--- config.mk ---
export PLATFORM = sky130hd
export DESIGN_NAME = utf8_lossy_to_utf16_decoder_unit
export DESIGN_NICKNAME = d
export VERILOG_FILES = /design/src/rtl/u8u16_pkg.sv /design/src/rtl/utf8_lossy_to_utf16_decoder_unit.sv /design/src/rtl/u8u16_regs.sv /design/src/rtl/u8u16_dp.sv /design/src/rtl/u8u16_ctrl.sv
export SDC_FILE = /design/constraint.sdc
export NUM_CORES = 1
export LEC_CHECK = 0
export ABC_AREA = 1
export BUFFER_PORTS_ARGS = -buffer_cell sky130_fd_sc_hd__buf_2
export CAP_MARGIN = 10
export CORE_ASPECT_RATIO = 1.25
export CORE_MARGIN = 1.5
export CORE_UTILIZATION = 56
export CTS_CLUSTER_DIAMETER = 100
export DETAILED_ROUTE_END_ITERATION = 12
export GPL_TIMING_DRIVEN = 0
export PLACE_DENSITY = 0.82
export SLEW_MARGIN = 20
export SYNTH_ARGS = -nofsm -noshare
export SYNTH_HDL_FRONTEND = slang
export SYNTH_HIERARCHICAL = 1
export SYNTH_SLANG_ARGS = --single-unit
--- constraint.sdc ---
create_clock -name clk -period 4.4 [get_ports clk]
set_input_delay 0.44 -clock clk [delete_from_list [all_inputs] [get_ports clk]]
set_output_delay 0.44 -clock clk [all_outputs]
set_load 0.01 [all_outputs]
--- src/rtl/u8u16_pkg.sv ---
// Package for the UTF-8 to UTF-16 decoder: transfer payload types,
// controller/datapath command and status structs, and decode constants.
// No dependencies.
package u8u16_pkg;

	typedef struct packed {
		logic [7:0] in_byte;
		logic       message_end;
	} byte_t;

	typedef struct packed {
		logic [15:0] code_unit;
		logic        replaced;
		logic        run_last;
		logic        final_unit;
	} unit_t;

	// controller -> datapath
	typedef struct packed {
		logic load;   // take a byte into the buffer
		logic step;   // resolve the sequence at the buffer front
		logic low;    // move the low surrogate into the hold slot
		logic flush;  // close the byte: hold slot out with run_last
	} ctl_cmd_t;

	// datapath -> controller
	typedef struct packed {
		logic done;       // nothing more to resolve for this byte
		logic emits;      // front sequence produces a unit
		logic surrogate;  // front sequence produces a surrogate pair
		logic hold_v;     // hold slot occupied
		logic push_ok;    // output register can take a unit
	} ctl_sts_t;

	localparam int BUF_DEPTH = 4;
	localparam int CNT_W     = 3;

	localparam logic [0:0] REG_KEEP_BOM = 1'b0;

	localparam logic [15:0] REPLACEMENT = 16'hFFFD;
	localparam logic [20:0] BOM_CP      = 21'h00FEFF;
	localparam logic [20:0] SUPP_BASE   = 21'h010000;
	localparam logic [15:0] HI_BASE     = 16'hD800;
	localparam logic [15:0] LO_BASE     = 16'hDC00;

	localparam logic [7:0] ASCII_END = 8'h80;
	localparam logic [7:0] L2_MIN    = 8'hC2;
	localparam logic [7:0] L2_MAX    = 8'hDF;
	localparam logic [7:0] L3_MIN    = 8'hE0;
	localparam logic [7:0] L3_MAX    = 8'hEF;
	localparam logic [7:0] L4_MIN    = 8'hF0;
	localparam logic [7:0] L4_MAX    = 8'hF4;
	localparam logic [7:0] E0_LEAD   = 8'hE0;
	localparam logic [7:0] E0_MIN    = 8'hA0;
	localparam logic [7:0] ED_LEAD   = 8'hED;
	localparam logic [7:0] ED_MAX    = 8'h9F;
	localparam logic [7:0] F0_LEAD   = 8'hF0;
	localparam logic [7:0] F0_MIN    = 8'h90;
	localparam logic [7:0] F4_LEAD   = 8'hF4;
	localparam logic [7:0] F4_MAX    = 8'h8F;

endpackage

--- src/rtl/utf8_lossy_to_utf16_decoder_unit.sv ---
// UTF-8 to UTF-16 decoder with replacement: one byte per input transfer.
// A byte is loaded; each sequence is resolved into the hold slot, one step per
// cycle unless the output stalls, a surrogate pair taking a further low step; a
// held unit moves to the output on the next step or on the flush closing the byte.
// Until then byte_stall is high. A byte awaiting continuation bytes is not stepped.
// Reset: arst_n clears buffer count, hold and output valid, keep_bom to 0.
module utf8_lossy_to_utf16_decoder_unit (
	input  logic              clk,
	input  logic              arst_n,
	input  logic              byte_valid,
	output logic              byte_stall,
	input  u8u16_pkg::byte_t  byte_data,
	output logic              unit_valid,
	input  logic              unit_stall,
	output u8u16_pkg::unit_t  unit_data,
	input  logic              psel,
	input  logic              penable,
	input  logic              pwrite,
	input  logic [2:0]        paddr,
	input  logic [31:0]       pwdata,
	output logic [31:0]       prdata,
	output logic              pready
);
	import u8u16_pkg::*;

	logic     keep_bom;
	ctl_cmd_t cmd;
	ctl_sts_t sts;

	u8u16_regs u_regs (
		.clk      (clk),
		.arst_n   (arst_n),
		.psel     (psel),
		.penable  (penable),
		.pwrite   (pwrite),
		.paddr    (paddr),
		.pwdata   (pwdata),
		.prdata   (prdata),
		.pready   (pready),
		.keep_bom (keep_bom)
	);

	u8u16_ctrl u_ctrl (
		.clk        (clk),
		.arst_n     (arst_n),
		.byte_valid (byte_valid),
		.byte_stall (byte_stall),
		.sts        (sts),
		.cmd        (cmd)
	);

	u8u16_dp u_dp (
		.clk        (clk),
		.arst_n     (arst_n),
		.keep_bom   (keep_bom),
		.byte_data  (byte_data),
		.unit_stall (unit_stall),
		.unit_valid (unit_valid),
		.unit_data  (unit_data),
		.cmd        (cmd),
		.sts        (sts)
	);

endmodule

--- src/rtl/u8u16_regs.sv ---
// Configuration register file (keep_bom) behind an APB-style port.
// Depends on u8u16_pkg.
module u8u16_regs (
	input  logic        clk,
	input  logic        arst_n,
	input  logic        psel,
	input  logic        penable,
	input  logic        pwrite,
	input  logic [2:0]  paddr,
	input  logic [31:0] pwdata,
	output logic [31:0] prdata,
	output logic        pready,
	output logic        keep_bom
);
	import u8u16_pkg::*;

	logic keep_bom_q;
	logic sel_keep_bom;

	assign pready       = 1'b1;
	assign sel_keep_bom = (paddr[2] == REG_KEEP_BOM);

	always_ff @(posedge clk or negedge arst_n) begin
		if (!arst_n) begin
			keep_bom_q <= 1'b0;
		end else if (psel && penable && pwrite && pready && sel_keep_bom) begin
			keep_bom_q <= pwdata[0];
		end
	end

	assign prdata   = sel_keep_bom ? {31'd0, keep_bom_q} : 32'd0;
	assign keep_bom = keep_bom_q;

endmodule

--- src/rtl/u8u16_dp.sv ---
// Decoder datapath: pending byte buffer, sequence decode, surrogate split,
// hold slot and output register. Depends on u8u16_pkg.
module u8u16_dp (
	input  logic                clk,
	input  logic                arst_n,
	input  logic                keep_bom,
	input  u8u16_pkg::byte_t    byte_data,
	input  logic                unit_stall,
	output logic                unit_valid,
	output u8u16_pkg::unit_t    unit_data,
	input  u8u16_pkg::ctl_cmd_t cmd,
	output u8u16_pkg::ctl_sts_t sts
);
	import u8u16_pkg::*;

	logic [7:0]       buf_q [BUF_DEPTH];
	logic [CNT_W-1:0] cnt_q;
	logic             end_q;
	logic             start_q;
	logic [15:0]      hold_unit_q;
	logic             hold_rep_q;
	logic             hold_v_q;
	logic [15:0]      lo_q;
	unit_t            out_q;
	logic             out_v_q;

	logic [7:0]       b0, b1, b2, b3;
	logic             c1, c2, c3;
	logic [CNT_W-1:0] need;
	logic             short_seq;
	logic             ok;
	logic             ok_eff;
	logic [20:0]      cp;
	logic [20:0]      cp_eff;
	logic [20:0]      v_w;
	logic [CNT_W-1:0] consume;
	logic             bom_skip;
	logic             surrogate;
	logic [15:0]      hi_unit;
	logic [15:0]      lo_unit;
	logic             push;

	assign b0 = buf_q[0];
	assign b1 = buf_q[1];
	assign b2 = buf_q[2];
	assign b3 = buf_q[3];
	assign c1 = (b1[7:6] == 2'b10);
	assign c2 = (b2[7:6] == 2'b10);
	assign c3 = (b3[7:6] == 2'b10);

	always_comb begin
		if (b0 < ASCII_END) begin
			need = 3'd1;
		end else if (b0 >= L2_MIN && b0 <= L2_MAX) begin
			need = 3'd2;
		end else if (b0 >= L3_MIN && b0 <= L3_MAX) begin
			need = 3'd3;
		end else if (b0 >= L4_MIN && b0 <= L4_MAX) begin
			need = 3'd4;
		end else begin
			need = 3'd1;
		end
	end

	always_comb begin
		case (need)
			3'd1: begin
				ok = (b0 < ASCII_END);
				cp = {13'd0, b0};
			end
			3'd2: begin
				ok = c1;
				cp = {10'd0, b0[4:0], b1[5:0]};
			end
			3'd3: begin
				ok = c1 && c2 && !(b0 == E0_LEAD && b1 < E0_MIN)
					&& !(b0 == ED_LEAD && b1 > ED_MAX);
				cp = {5'd0, b0[3:0], b1[5:0], b2[5:0]};
			end
			3'd4: begin
				ok = c1 && c2 && c3 && !(b0 == F0_LEAD && b1 < F0_MIN)
					&& !(b0 == F4_LEAD && b1 > F4_MAX);
				cp = {b0[2:0], b1[5:0], b2[5:0], b3[5:0]};
			end
			default: begin
				ok = 1'b0;
				cp = 21'd0;
			end
		endcase
	end

	// truncated at message end: lead alone becomes a replacement
	assign short_seq = (cnt_q < need);
	assign ok_eff    = ok && !short_seq;
	assign cp_eff    = ok_eff ? cp : {5'd0, REPLACEMENT};
	assign consume   = ok_eff ? need : 3'd1;
	assign bom_skip  = ok_eff && start_q && (need == 3'd3) && (cp == BOM_CP) && !keep_bom;
	assign surrogate = ok_eff && (cp[20:16] != 5'd0);
	assign v_w       = cp_eff - SUPP_BASE;
	assign hi_unit   = HI_BASE + {6'd0, v_w[19:10]};
	assign lo_unit   = LO_BASE + {6'd0, v_w[9:0]};

	assign sts.done      = (cnt_q == 3'd0) || (short_seq && !end_q);
	assign sts.emits     = !bom_skip;
	assign sts.surrogate = surrogate;
	assign sts.hold_v    = hold_v_q;
	assign sts.push_ok   = !out_v_q || !unit_stall;

	assign push = (cmd.step && !bom_skip && hold_v_q) || cmd.low || (cmd.flush && hold_v_q);

	// pending bytes: payload only, bytes past cnt_q are not used
	always_ff @(posedge clk) begin
		if (cmd.load) begin
			buf_q[cnt_q[1:0]] <= byte_data.in_byte;
		end else if (cmd.step) begin
			case (consume)
				3'd1: begin
					buf_q[0] <= buf_q[1];
					buf_q[1] <= buf_q[2];
					buf_q[2] <= buf_q[3];
				end
				3'd2: begin
					buf_q[0] <= buf_q[2];
					buf_q[1] <= buf_q[3];
				end
				3'd3: begin
					buf_q[0] <= buf_q[3];
				end
				default: begin
				end
			endcase
		end
	end

	always_ff @(posedge clk or negedge arst_n) begin
		if (!arst_n) begin
			cnt_q    <= '0;
			end_q    <= 1'b0;
			start_q  <= 1'b1;
			hold_v_q <= 1'b0;
			out_v_q  <= 1'b0;
		end else begin
			if (cmd.load) begin
				cnt_q <= cnt_q + 3'd1;
				end_q <= byte_data.message_end;
			end else if (cmd.step) begin
				cnt_q   <= cnt_q - consume;
				start_q <= 1'b0;
			end else if (cmd.flush && end_q) begin
				cnt_q   <= '0;
				start_q <= 1'b1;
			end

			if (cmd.step && !bom_skip) begin
				hold_v_q <= 1'b1;
			end else if (cmd.flush) begin
				hold_v_q <= 1'b0;
			end

			if (push) begin
				out_v_q <= 1'b1;
			end else if (!unit_stall) begin
				out_v_q <= 1'b0;
			end
		end
	end

	always_ff @(posedge clk) begin
		if (cmd.step && !bom_skip) begin
			hold_unit_q <= surrogate ? hi_unit : cp_eff[15:0];
			hold_rep_q  <= !ok_eff;
			lo_q        <= lo_unit;
		end else if (cmd.low) begin
			hold_unit_q <= lo_q;
			hold_rep_q  <= 1'b0;
		end
		if (push) begin
			out_q.code_unit  <= hold_unit_q;
			out_q.replaced   <= hold_rep_q;
			out_q.run_last   <= cmd.flush;
			out_q.final_unit <= cmd.flush && end_q;
		end
	end

	assign unit_valid = out_v_q;
	assign unit_data  = out_q;

	a_load_room: assert property (@(posedge clk) disable iff (!arst_n)
		cmd.load |-> cnt_q <= 3'd3)
		else $error("byte loaded into a full buffer");

	a_low_has_hold: assert property (@(posedge clk) disable iff (!arst_n)
		cmd.low |-> hold_v_q && sts.push_ok)
		else $error("low surrogate issued without hold slot or output room");

	a_step_room: assert property (@(posedge clk) disable iff (!arst_n)
		(cmd.step && !bom_skip && hold_v_q) |-> sts.push_ok)
		else $error("unit pushed into a busy output register");

	a_end_clears: assert property (@(posedge clk) disable iff (!arst_n)
		(cmd.flush && end_q) |=> (cnt_q == 3'd0) && start_q && !hold_v_q)
		else $error("message end left pending state");

endmodule

--- src/rtl/u8u16_ctrl.sv ---
// Decoder controller: accepts a byte, then steps the datapath through the
// buffered sequences and closes the byte. Depends on u8u16_pkg.
module u8u16_ctrl (
	input  logic                clk,
	input  logic                arst_n,
	input  logic                byte_valid,
	output logic                byte_stall,
	input  u8u16_pkg::ctl_sts_t sts,
	output u8u16_pkg::ctl_cmd_t cmd
);
	import u8u16_pkg::*;

	typedef enum logic [1:0] {
		ST_IDLE,
		ST_SCAN,
		ST_LOW
	} state_t;

	state_t state_q;

	always_comb begin
		cmd = '0;
		case (state_q)
			ST_IDLE: begin
				cmd.load = byte_valid;
			end
			ST_SCAN: begin
				if (sts.done) begin
					cmd.flush = !sts.hold_v || sts.push_ok;
				end else begin
					cmd.step = !sts.emits || !sts.hold_v || sts.push_ok;
				end
			end
			ST_LOW: begin
				cmd.low = sts.push_ok;
			end
			default: begin
			end
		endcase
	end

	assign byte_stall = (state_q != ST_IDLE);

	always_ff @(posedge clk or negedge arst_n) begin
		if (!arst_n) begin
			state_q <= ST_IDLE;
		end else begin
			case (state_q)
				ST_IDLE: begin
					if (cmd.load) state_q <= ST_SCAN;
				end
				ST_SCAN: begin
					if (cmd.flush) begin
						state_q <= ST_IDLE;
					end else if (cmd.step && sts.emits && sts.surrogate) begin
						state_q <= ST_LOW;
					end
				end
				ST_LOW: begin
					if (cmd.low) state_q <= ST_SCAN;
				end
				default: begin
					state_q <= ST_IDLE;
				end
			endcase
		end
	end

endmodule

==> impl_metrics.yaml, run 1 <==
critical_path:
  timing.critical_path.buf_inv: 8
  setup.worst_path.start_class: "flop"
  critical_path_depth: 23
  crit_end: "u_dp/buf_q[0][3]"
  rrSetupSlack_ns: 0.29
  critical_path.endpoint_type: "flop"
  arrival_ns: 4.17
  crit_chain: "inv_2 -> nor2_2 -> nand2_2 -> nand2_2 -> nand2_4 -> buf_6 -> buf_6 -> ha_1 -> a21oi_1 -> nand2_4 -> nand3_2 -> inv_1 -> nand4_1 -> nand3_1 -> nand2_1 -> nor2_4 -> inv_1 -> nor2_4 -> inv_1 -> or2_2 -> buf_2 -> o211ai_1 -> buf_12"
  regToRegStartpoint: "u_dp/buf_q[0][2]"
  critical_path.most_common_cell: "sky130_fd_sc_hd__inv_1"
  path_delay_family: "simple AND/OR/NAND/NOR gates"
  worst_r2r_endpoint: "u_dp/buf_q[0][3]"
  worst_setup_path_startpoint: "u_dp/buf_q[0][2]"
  worst-setup-path-type: "reg -> reg"
  critical_path.slowest_cell: "sky130_fd_sc_hd__edfxtp_1"
  slowest_delay_ns: 0.52
  worst_path_max_fanout: 10
  cp.required_ns: 4.46
  ff2ff_path_depth: 23
pwr:
  static-leakage-power_nw: 2.97
  ir_drop_mv: 0.390
  power-per-cell-area_mw_per_mm2: 781
placement:
  placement_setup_slack_ns: -0.243
  gp_congestion: 0.954
  post_detail_place_hpwl_um: 9910
  port_buffers: 39
sta:
  portion_of_the_clock_cycle_consumed_by_the_worst_path_in_the_final_layout_pct: 93.4
  report.final.setup_viol: 0
  maxSlewViolCount: 0
  max_freq_mhz: 243
  totalNegativeSetupSlack_ns: 0
  unrepaired_setup_endpoints_after_global_routing: "false"
  fin_ws_ns: 0.292
  finalCriticalPeriod_ns: 4.11
  tightest_slew_ns: 0.876
  final.setup_skew_ns: 0.0121
  slew_headroom_pct: 41.4
  final_hold_violation_count: 0
floorplan:
  io_pins: 105
  placementRows: 40
  dieArea_sq_mm: 0.0104
  die_x_um: 91.4
  chipHeight_um: 113
  core_area_sq_mm: 0.00956
  initial_util_pct: 57.2
clock_tree:
  ctsRootBufferMaster: "sky130_fd_sc_hd__clkbuf_16"
  cts_sinks: 88
  numCtsBuffers: 9
  level_count_of_the_clock_h_tree: 3
  cts_tree: "built"
  cts.clk_slew.worst_paths_ns: 0.07
  clock_insertion_delay_worst_skew_ns: 0.35
  clock_tree.buffer_depth: 2
logic_synthesis:
  ys_seq_elements: 88
  syn-mean-instance-area_sq_um: 8.52
  synth-edff-count: 78
  ys_types: 47
  netlist_area_sq_mm: 0.00546
  yosysWarningCount: 6
  synth_flop_cell: "sky130_fd_sc_hd__edfxtp_1"
  synth_cells: 641
  postSynth.asyncResetShare_pct: 11.4
  synth.yosys.seq_area_share_pct: 47.5
finish:
  fin_util_pct: 65.6
  antenna_cells_inserted: 0
  final_net_count: 783
  share_of_final_layout_standard_cells_stronger_than_drive_strength_1_pct: 23.2
  area_growth_syn_to_layout_pct: 14.8
min_path:
  hp-class: "in -> reg"
  min_path_cells: 1
route:
  drt-initial-drc-count: 329
  wire_per_inst_um: 15.1
  drt_pre_antenna_iters: 6
  post-route-drc-count: 0
  detail_route.wirelength_um: 12900
  avgViaCountPerCell: 5.24
  drt.antenna.violating_nets: 0
  route.vias.total: 4479
run:
  timing.max_cap.violations: 0
outcome:
  outcome: "finished clean"
global_routing:
  track_usage_pct: 25.7
  number_of_global_route_vias_before_repair: 4210
  number_of_antenna_violations_at_the_first_check_in_global_routing: 0
  grt_ovf: 0
  grt_start_max_net_pins: 20
  grt_first_pass_wirelength_um: 20600
report_power, final:
group	total [W]	leakage, nW	internal (W)	switching (W)
Combinational	0.00237	2.01	0.000746	0.00163
Clock	0.000726	0.137	0.000402	0.000324
Sequential	0.00180	0.825	0.00154	0.000253
Total	0.00490	2.97	0.00269	0.00220
cells by family after synthesis:
kind of cell	count (synthesis)	synth area share, %
AND/OR/NAND/NOR	353	31.0
buffers and inverters	137	13.3
flip-flops	88	47.5
AO/OA/AOI/OAI	49	5.40
adder cells (fa/ha/maj)	9	2.20
XOR/XNOR	3	0.481
other	2	0.137
synthesized netlist by cell type (2+ instances only):
cell	n	area, sq um
sky130_fd_sc_hd__buf_4	36	270
sky130_fd_sc_hd__clkbuf_1	3	11.3
sky130_fd_sc_hd__conb_1	2	7.51
sky130_fd_sc_hd__nand4_2	3	37.5
sky130_fd_sc_hd__xor2_1	2	17.5
sky130_fd_sc_hd__inv_2	7	26.3
sky130_fd_sc_hd__nand3_4	2	35.0
sky130_fd_sc_hd__nor3_1	2	10.0
sky130_fd_sc_hd__dfrtp_1	9	225
sky130_fd_sc_hd__nand4_1	23	144
sky130_fd_sc_hd__o211ai_1	2	15.0
sky130_fd_sc_hd__inv_1	75	282
sky130_fd_sc_hd__nor2_4	3	33.8
sky130_fd_sc_hd__buf_2	6	30.0
sky130_fd_sc_hd__nand3b_1	2	15.0
sky130_fd_sc_hd__buf_6	5	56.3
sky130_fd_sc_hd__nand2_1	179	672
sky130_fd_sc_hd__a21oi_1	4	20.0
sky130_fd_sc_hd__inv_4	2	12.5
sky130_fd_sc_hd__nor2_2	6	37.5
sky130_fd_sc_hd__o21ai_0	20	100
sky130_fd_sc_hd__nand3_1	55	275
sky130_fd_sc_hd__o21ai_2	7	61.3
sky130_fd_sc_hd__nand2_4	8	90.1
sky130_fd_sc_hd__nor2_1	50	188
sky130_fd_sc_hd__nand2_2	12	75.1
sky130_fd_sc_hd__edfxtp_1	78	2340
sky130_fd_sc_hd__o21ai_1	12	60.1
sky130_fd_sc_hd__ha_1	8	100
final cells by class:
cell class / instances / area [sq um]
fillers: 775 / 3290
flip-flops and latches: 88 / 2590
multi-input cells: 446 / 2280
plain buffers: 51 / 385
inverters: 86 / 343
clock buffers: 11 / 243
repair buffers: 41 / 225
well taps: 126 / 158
clock inverters: 5 / 38.8
flip-flops by register name, summed over array words and instances (netlist names):
signal,count
u_dp/hold_unit_q,16
u_dp/start_q,1
u_dp/hold_v_q,1
u_dp/unit_data,19
u_dp/cnt_q,3
u_regs/keep_bom,1
u_dp/end_q,1
u_dp/unit_valid,1
u_dp/buf_q,32
u_dp/hold_rep_q,1
u_ctrl/state_q,2
u_dp/lo_q,10
cells in the final DEF (no fill, tap or decap), types with 3 or more instances in the layout:
| cell | n |
|---|---|
| sky130_fd_sc_hd__buf_2 | 45 |
| sky130_fd_sc_hd__inv_1 | 75 |
| sky130_fd_sc_hd__nor2_1 | 47 |
| sky130_fd_sc_hd__nand4_1 | 23 |
| sky130_fd_sc_hd__nand3_1 | 53 |
| sky130_fd_sc_hd__dfrtp_1 | 9 |
| sky130_fd_sc_hd__inv_2 | 7 |
| sky130_fd_sc_hd__o21ai_2 | 7 |
| sky130_fd_sc_hd__nand4_2 | 3 |
| sky130_fd_sc_hd__nand2_1 | 179 |
| sky130_fd_sc_hd__edfxtp_1 | 78 |
| sky130_fd_sc_hd__o21ai_1 | 12 |
| sky130_fd_sc_hd__nand2_4 | 8 |
| sky130_fd_sc_hd__nand3_2 | 3 |
| sky130_fd_sc_hd__buf_6 | 5 |
| sky130_fd_sc_hd__buf_4 | 36 |
| sky130_fd_sc_hd__conb_1 | 32 |
| sky130_fd_sc_hd__nand2_2 | 12 |
| sky130_fd_sc_hd__nor2_2 | 7 |
| sky130_fd_sc_hd__ha_1 | 8 |
| sky130_fd_sc_hd__nor2_4 | 5 |
| sky130_fd_sc_hd__a21oi_1 | 4 |
| sky130_fd_sc_hd__o21ai_0 | 20 |
| sky130_fd_sc_hd__clkbuf_16 | 9 |
metrics by stage:
stage	cells	cell area [sq um]	power (W)	hold slack [ns]
global placement	836	5930	0.00396	0.308
finish	854	6270	0.00490	0.281
CTS	854	6250	0.00487	0.277
detailed placement	836	5930	0.00407	0.318
floorplan	671	5580	0.00343	0.144
global route	854	6270	0.00524	0.278
repair_timing:
action                     CTS  global route
hold buffers                 1             0
gates resized for setup      4             6
setup endpoints to repair   24            40
hold endpoints to repair     9             0
pin swaps                    1             0
setup buffers                1             0
worst min path at each step:
stage | start | endpoint | slack [ns]
CTS | byte_data[3] | u_dp/buf_q[3][2] | 0.28
detailed placement | arst_n | u_dp/unit_valid | 0.32
global placement | arst_n | u_dp/unit_valid | 0.31
floorplan | arst_n | u_ctrl/state_q[0] | 0.14
finish | byte_data[6] | u_dp/buf_q[3][5] | 0.28
global route | byte_data[3] | u_dp/buf_q[3][2] | 0.28
metal layers:
layer	GRT usage (%)	wire length, um
met1	28.2	4730
met2	48.6	7040
met3	3.53	644
met4	12.5	457
met5	0	0
(Power assumes the default switching activity.)
==> run 2: changes to the inputs <==
Settings changed: ABC_AREA 1 to not set, PLACE_DENSITY 0.82 to not set, PLACE_DENSITY_LB_ADDON set to 0.05.
==> impl_metrics.yaml, run 2 <==
clock_tree:
  cts_tree: "built"
  level_count_of_the_clock_h_tree: 3
  cts_sinks: 88
  numCtsBuffers: 9
  cts.clk_slew.worst_paths_ns: 0.09
  clock_tree.buffer_depth: 2
  clock_insertion_delay_worst_skew_ns: 0.37
  ctsRootBufferMaster: "sky130_fd_sc_hd__clkbuf_8"
global_routing:
  number_of_antenna_violations_at_the_first_check_in_global_routing: 0
  track_usage_pct: 26.1
  number_of_global_route_vias_before_repair: 3822
  grt_ovf: 0
  grt_first_pass_wirelength_um: 19100
  grt_start_max_net_pins: 20
sta:
  unrepaired_setup_endpoints_after_global_routing: "false"
  max_freq_mhz: 241
  maxSlewViolCount: 0
  finalCriticalPeriod_ns: 4.14
  final.setup_skew_ns: 0.0113
  portion_of_the_clock_cycle_consumed_by_the_worst_path_in_the_final_layout_pct: 94.2
  slew_headroom_pct: 52.4
  report.final.setup_viol: 0
  final_hold_violation_count: 0
  tightest_slew_ns: 0.714
route:
  drt_pre_antenna_iters: 5
  wire_per_inst_um: 17.1
  drt.antenna.violating_nets: 0
  drt-initial-drc-count: 270
  avgViaCountPerCell: 5.79
  detail_route.wirelength_um: 12100
  post-route-drc-count: 0
  route.vias.total: 4103
min_path:
  hp-class: "in -> reg"
logic_synthesis:
  yosys.area.top_type: "sky130_fd_sc_hd__edfxtp_1"
  biggest_area_contributors_in_the_synthesized_netlist: "sky130_fd_sc_hd__edfxtp_1 46%, sky130_fd_sc_hd__buf_4 5.4%, sky130_fd_sc_hd__dfrtp_1 4.4%"
  synth_top_area_share_pct: 45.6
  syn-mean-instance-area_sq_um: 10.5
  ys_seq_elements: 88
  synth.cells.most_frequent: "78 x sky130_fd_sc_hd__edfxtp_1, 60 x sky130_fd_sc_hd__nand2_1, 42 x sky130_fd_sc_hd__nor2_1"
  postSynth.asyncResetShare_pct: 11.4
  synth.yosys.seq_area_share_pct: 50.5
  most_numerous_cell_in_the_yosys_netlist: "sky130_fd_sc_hd__edfxtp_1"
  ys_types: 79
  yosysWarningCount: 6
  synth_flop_cell: "sky130_fd_sc_hd__edfxtp_1"
  netlist_area_sq_mm: 0.00514
  synth_cells: 487
  synth-edff-count: 78
critical_path:
  critical_path.endpoint_type: "flop"
  rrSetupSlack_ns: 0.26
  slowest_delay_ns: 0.39
  critical_path.slowest_cell: "sky130_fd_sc_hd__nor3_4"
  worst_path_max_fanout: 19
  setup.worst_path.start_class: "flop"
  arrival_ns: 4.40
  crit_chain: "clkbuf_4 -> nand2_2 -> nor3_4 -> nor2_1 -> ha_1 -> or3_1 -> o32ai_2 -> a21oi_2 -> buf_4 -> buf_2 -> o21ai_0 -> ha_1 -> inv_1 -> fa_1 -> nand2b_1 -> mux2i_1 -> a2111oi_1 -> a221o_1"
  worst-setup-path-type: "reg -> reg"
  critical_path.most_common_cell: "sky130_fd_sc_hd__ha_1"
  cp.required_ns: 4.66
finish:
  share_of_final_layout_standard_cells_stronger_than_drive_strength_1_pct: 29.2
  fin_util_pct: 68.7
  regMostFlops: "u_dp/buf_q"
  n_fill_cell: 693
  final_net_count: 644
  area_growth_syn_to_layout_pct: 17.7
  final_cell_mix: "78 x sky130_fd_sc_hd__edfxtp_1, 58 x sky130_fd_sc_hd__nand2_1, 54 x sky130_fd_sc_hd__buf_4, 47 x sky130_fd_sc_hd__buf_2, 40 x sky130_fd_sc_hd__nor2_1"
  largest_reg_flops: 32
  post_layout_nonfiller_instances: 709
  layout_commonest_cell: "sky130_fd_sc_hd__edfxtp_1"
  antenna_cells_inserted: 0
pwr:
  power-per-cell-area_mw_per_mm2: 817
  static-leakage-power_nw: 2.35
  ir_drop_mv: 0.472
floorplan:
  chipHeight_um: 110
  placementRows: 38
  dieArea_sq_mm: 0.00976
  initial_util_pct: 58.4
  core_area_sq_mm: 0.00880
  io_pins: 105
  die_x_um: 88.7
outcome:
  outcome: "finished clean"
placement:
  gp_congestion: 0.936
  port_buffers: 39
  place.detailed.instances: 676
  post_detail_place_hpwl_um: 9000
run:
  timing.max_cap.violations: 0
-- run 2: changes by cell type in the layout (fill, tap and decap cells not counted), sizes merged, moves of 8 or more --
cell,previous run,this run
nand2,199,60
inv,86,20
nand3,58,7
o21ai,39,16
nand4,26,6
a31oi,0,18
buf,88,105
mux2,0,17
nand2b,0,17
nor2,59,43
a21oi,5,15
a211oi,0,8
-- run 2: path summary, 6_finish.rpt --
kind                                      start                 end  cells past startpoint
setup / recovery               u_dp/buf_q[0][7]       u_dp/cnt_q[2]                     18
hold / removal                     byte_data[2]    u_dp/buf_q[3][1]                      1
setup reg to reg               u_dp/buf_q[0][7]       u_dp/cnt_q[2]                     18
hold reg to reg            u_dp/hold_unit_q[11]  u_dp/unit_data[14]                      0
max in group asynchronous                arst_n        u_dp/start_q                      2
min in group asynchronous                arst_n       u_dp/cnt_q[1]                      2
-- run 2: per-layer routing --
metal,vias up,track usage [%],routed length (um)
li1,1925,-,-
met1,1979,29.6,4650
met2,168,47.2,6400
met3,31,4.39,612
met4,0,12.2,442
met5,-,0,0
-- run 2: cell type report --
class / instances / area (sq um) / share of cell area [%]
timing repair buffer: 57 / 333 / 5.50
clock inverter: 7 / 53.8 / 0.890
buffer: 61 / 442 / 7.31
clock buffer: 9 / 124 / 2.05
tap: 120 / 150 / 2.48
inverter: 18 / 70.1 / 1.16
multi-input combinational: 349 / 2280 / 37.7
sequential: 88 / 2590 / 42.9
-- run 2: cells by family (layout without fill, tap and decap cells) --
logic type | count (synthesis) | in the layout | synth area share, %
compound gates | 100 | 100 | 13.9
xor+xnor | 2 | 2 | 0.341
fa+ha+maj | 9 | 9 | 2.34
buf+inv | 80 | 152 | 9.38
flops | 88 | 88 | 50.5
mux | 19 | 19 | 4.34
other cells | 2 | 32 | 0.146
simple gates | 187 | 187 | 19.0
-- run 2: report_power, final --
part	switching (W)	internal, W
clock network	0.000301	0.000209
registers	0.000237	0.00158
logic	0.00159	0.00102
total	0.00213	0.00281
-- run 2: worst max-delay path, delay by kind of cell, from the launching register on --
kind | cells | cell delay [ns]
DFF | 1 | 0.34
buffers and inverters | 4 | 0.65
muxes | 1 | 0.18
AOI/OAI and AO/OA | 5 | 0.95
and+or+nand+nor | 5 | 1.15
adders and majority gates | 3 | 0.77
-- run 2: repair_timing --
| item | 4_1_cts | 5_1_grt |
|---|---|---|
| pin swaps | 4 | 5 |
| buffers inserted | 7 | 10 |
| hold buffers | 1 | 0 |
| setup endpoints to repair | 88 | 98 |
| resized for setup | 17 | 18 |
| endpoints found under the hold margin | 9 | 0 |
-- run 2: per-stage QoR --
| stage | hold slack (ns) | cell area (sq um) | setup slack, ns | total power [W] | setup TNS, ns |
|---|---|---|---|---|---|
| finish | 0.258 | 6050 | 0.255 | 0.00494 | 0 |
| CTS | 0.248 | 5910 | 0.0120 | 0.00480 | 0 |
| global placement | 0.306 | 5600 | -0.729 | 0.00412 | -35.48 |
| global route | 0.249 | 6050 | 0.000780 | 0.00528 | 0 |
| floorplan | 0.144 | 5250 | 0.133 | 0.00353 | 0 |
| detailed placement | 0.322 | 5600 | -0.809 | 0.00419 | -36.50 |
==> run 3: changes to the inputs <==
Settings changed: PLACE_DENSITY set to 0.81, PLACE_DENSITY_LB_ADDON 0.05 to not set.
==> impl_metrics.yaml, run 3 (synthesis gave the netlist of run 2 again) <==
route:
  route.vias.total: 4116
  detail_route.wirelength_um: 12200
  post-route-drc-count: 0
  drt.antenna.violating_nets: 0
  wire_per_inst_um: 17.3
  drt_pre_antenna_iters: 5
  drt-initial-drc-count: 306
  avgViaCountPerCell: 5.82
clock_tree:
  cts.clk_slew.worst_paths_ns: 0.09
  clock_insertion_delay_worst_skew_ns: 0.37
  cts_sinks: 88
  level_count_of_the_clock_h_tree: 3
  cts_tree: "built"
  ctsRootBufferMaster: "sky130_fd_sc_hd__clkbuf_8"
  clock_tree.buffer_depth: 2
  numCtsBuffers: 9
placement:
  port_buffers: 39
  place.detailed.instances: 676
  post_detail_place_hpwl_um: 8810
  gp_congestion: 0.958
floorplan:
  chipHeight_um: 110
  io_pins: 105
  core_area_sq_mm: 0.00880
  placementRows: 38
  die_x_um: 88.7
  dieArea_sq_mm: 0.00976
  initial_util_pct: 58.4
finish:
  final_net_count: 642
  area_growth_syn_to_layout_pct: 18.2
  share_of_final_layout_standard_cells_stronger_than_drive_strength_1_pct: 29.1
  final_cell_mix: "78 x sky130_fd_sc_hd__edfxtp_1, 58 x sky130_fd_sc_hd__nand2_1, 52 x sky130_fd_sc_hd__buf_4, 47 x sky130_fd_sc_hd__buf_2, 39 x sky130_fd_sc_hd__nor2_1"
  layout_commonest_cell: "sky130_fd_sc_hd__edfxtp_1"
  n_fill_cell: 684
  largest_reg_flops: 32
  regMostFlops: "u_dp/buf_q"
  fin_util_pct: 69.0
  antenna_cells_inserted: 0
  post_layout_nonfiller_instances: 707
global_routing:
  grt_first_pass_wirelength_um: 19100
  grt_ovf: 0
  number_of_global_route_vias_before_repair: 3925
  track_usage_pct: 26.1
  grt_start_max_net_pins: 20
  number_of_antenna_violations_at_the_first_check_in_global_routing: 0
critical_path:
  critical_path.endpoint_type: "flop"
  cp.required_ns: 4.52
  arrival_ns: 4.37
  setup.worst_path.start_class: "flop"
  worst-setup-path-type: "reg -> reg"
  worst_path_max_fanout: 10
pwr:
  ir_drop_mv: 0.453
  power-per-cell-area_mw_per_mm2: 835
  static-leakage-power_nw: 2.36
  power.total_w: 0.00507
sta:
  report.final.setup_viol: 0
  slew_headroom_pct: 53.4
  tightest_slew_ns: 0.700
  final_hold_violation_count: 0
  portion_of_the_clock_cycle_consumed_by_the_worst_path_in_the_final_layout_pct: 96.5
  unrepaired_setup_endpoints_after_global_routing: "false"
  maxSlewViolCount: 0
  max_freq_mhz: 235
  final.setup_skew_ns: 0.0185
  finalCriticalPeriod_ns: 4.25
  final.hold.worst_slack_ns: 0.253
outcome:
  outcome: "finished clean"
run:
  timing.max_cap.violations: 0
min_path:
  hp-class: "in -> reg"
run 3: worst paths after layout:
check / start / endpoint / slack, ns / cells after the start
max: u_dp/buf_q[0][7] / u_dp/buf_q[0][1] / 0.15 / 20
min: byte_data[3] / u_dp/buf_q[3][2] / 0.25 / 1
min reg2reg: u_dp/hold_unit_q[2] / u_dp/unit_data[5] / 0.42 / 0
min in group asynchronous: arst_n / u_dp/cnt_q[0] / 0.46 / 2
max in group asynchronous: arst_n / u_dp/start_q / 3.69 / 2
max reg2reg: u_dp/buf_q[0][7] / u_dp/buf_q[0][1] / 0.15 / 20
run 3: report_power, final:
group,leakage [nW],switching [W],internal [W]
Combinational,1.43,0.00162,0.00102
Sequential,0.823,0.000236,0.00158
Clock,0.107,0.000292,0.000323
run 3: worst max-delay path: stages (launching register included):
cell and delay (ns):
sky130_fd_sc_hd__edfxtp_1 0.35, sky130_fd_sc_hd__clkbuf_4 0.19, sky130_fd_sc_hd__and4b_1 0.21, sky130_fd_sc_hd__clkbuf_4 0.20, sky130_fd_sc_hd__buf_4 0.20, sky130_fd_sc_hd__nor2_2 0.06, sky130_fd_sc_hd__ha_1 0.29, sky130_fd_sc_hd__o21a_1 0.16
sky130_fd_sc_hd__o32ai_4 0.11, sky130_fd_sc_hd__a21oi_2 0.18, sky130_fd_sc_hd__nand3_2 0.12, sky130_fd_sc_hd__a2111oi_2 0.30, sky130_fd_sc_hd__nand3_1 0.21, sky130_fd_sc_hd__a211oi_2 0.21, sky130_fd_sc_hd__buf_4 0.19, sky130_fd_sc_hd__nand2b_1 0.13
sky130_fd_sc_hd__nor2_2 0.20, sky130_fd_sc_hd__nand3b_1 0.17, sky130_fd_sc_hd__buf_4 0.21, sky130_fd_sc_hd__a211oi_1 0.23, sky130_fd_sc_hd__a31oi_1 0.09
run 3: per-stage QoR:
step                worst slack, ns  area, sq um  setup TNS [ns]
global route                0.00801         6070               0
floorplan                     0.133         5250               0
global placement             -0.660         5600          -29.65
CTS                         0.00507         5940               0
detailed placement           -0.825         5600          -40.59
finish                        0.153         6070               0
run 3: layout make-up:
| class | instances | area (sq um) | area share, % |
|---|---|---|---|
| plain buffers | 61 | 438 | 7.21 |
| clock buffers | 10 | 128 | 2.10 |
| clock inverters | 6 | 90.1 | 1.48 |
| inverters | 18 | 70.1 | 1.15 |
| multi-input cells | 349 | 2290 | 37.7 |
| flip-flops and latches | 88 | 2590 | 42.7 |
| well taps | 120 | 150 | 2.47 |
| repair buffers | 55 | 315 | 5.19 |
run 3: layer usage:
layer  up-vias  GRT usage (%)  part of all wire [%]
met1      1965           28.8                    38
met5         -              0                     0
met4         0           16.3                   4.2
met2       185           46.4                    52
li1       1923              -                     -
met3        43           4.17                   5.4
run 3: repair_timing:
action,CTS,global route
buffers inserted,5,10
setup endpoints to repair,97,88
resized for setup,18,16
cloned,0,0
hold buffers,1,0
hold endpoints to repair,9,0
pin swaps,2,6
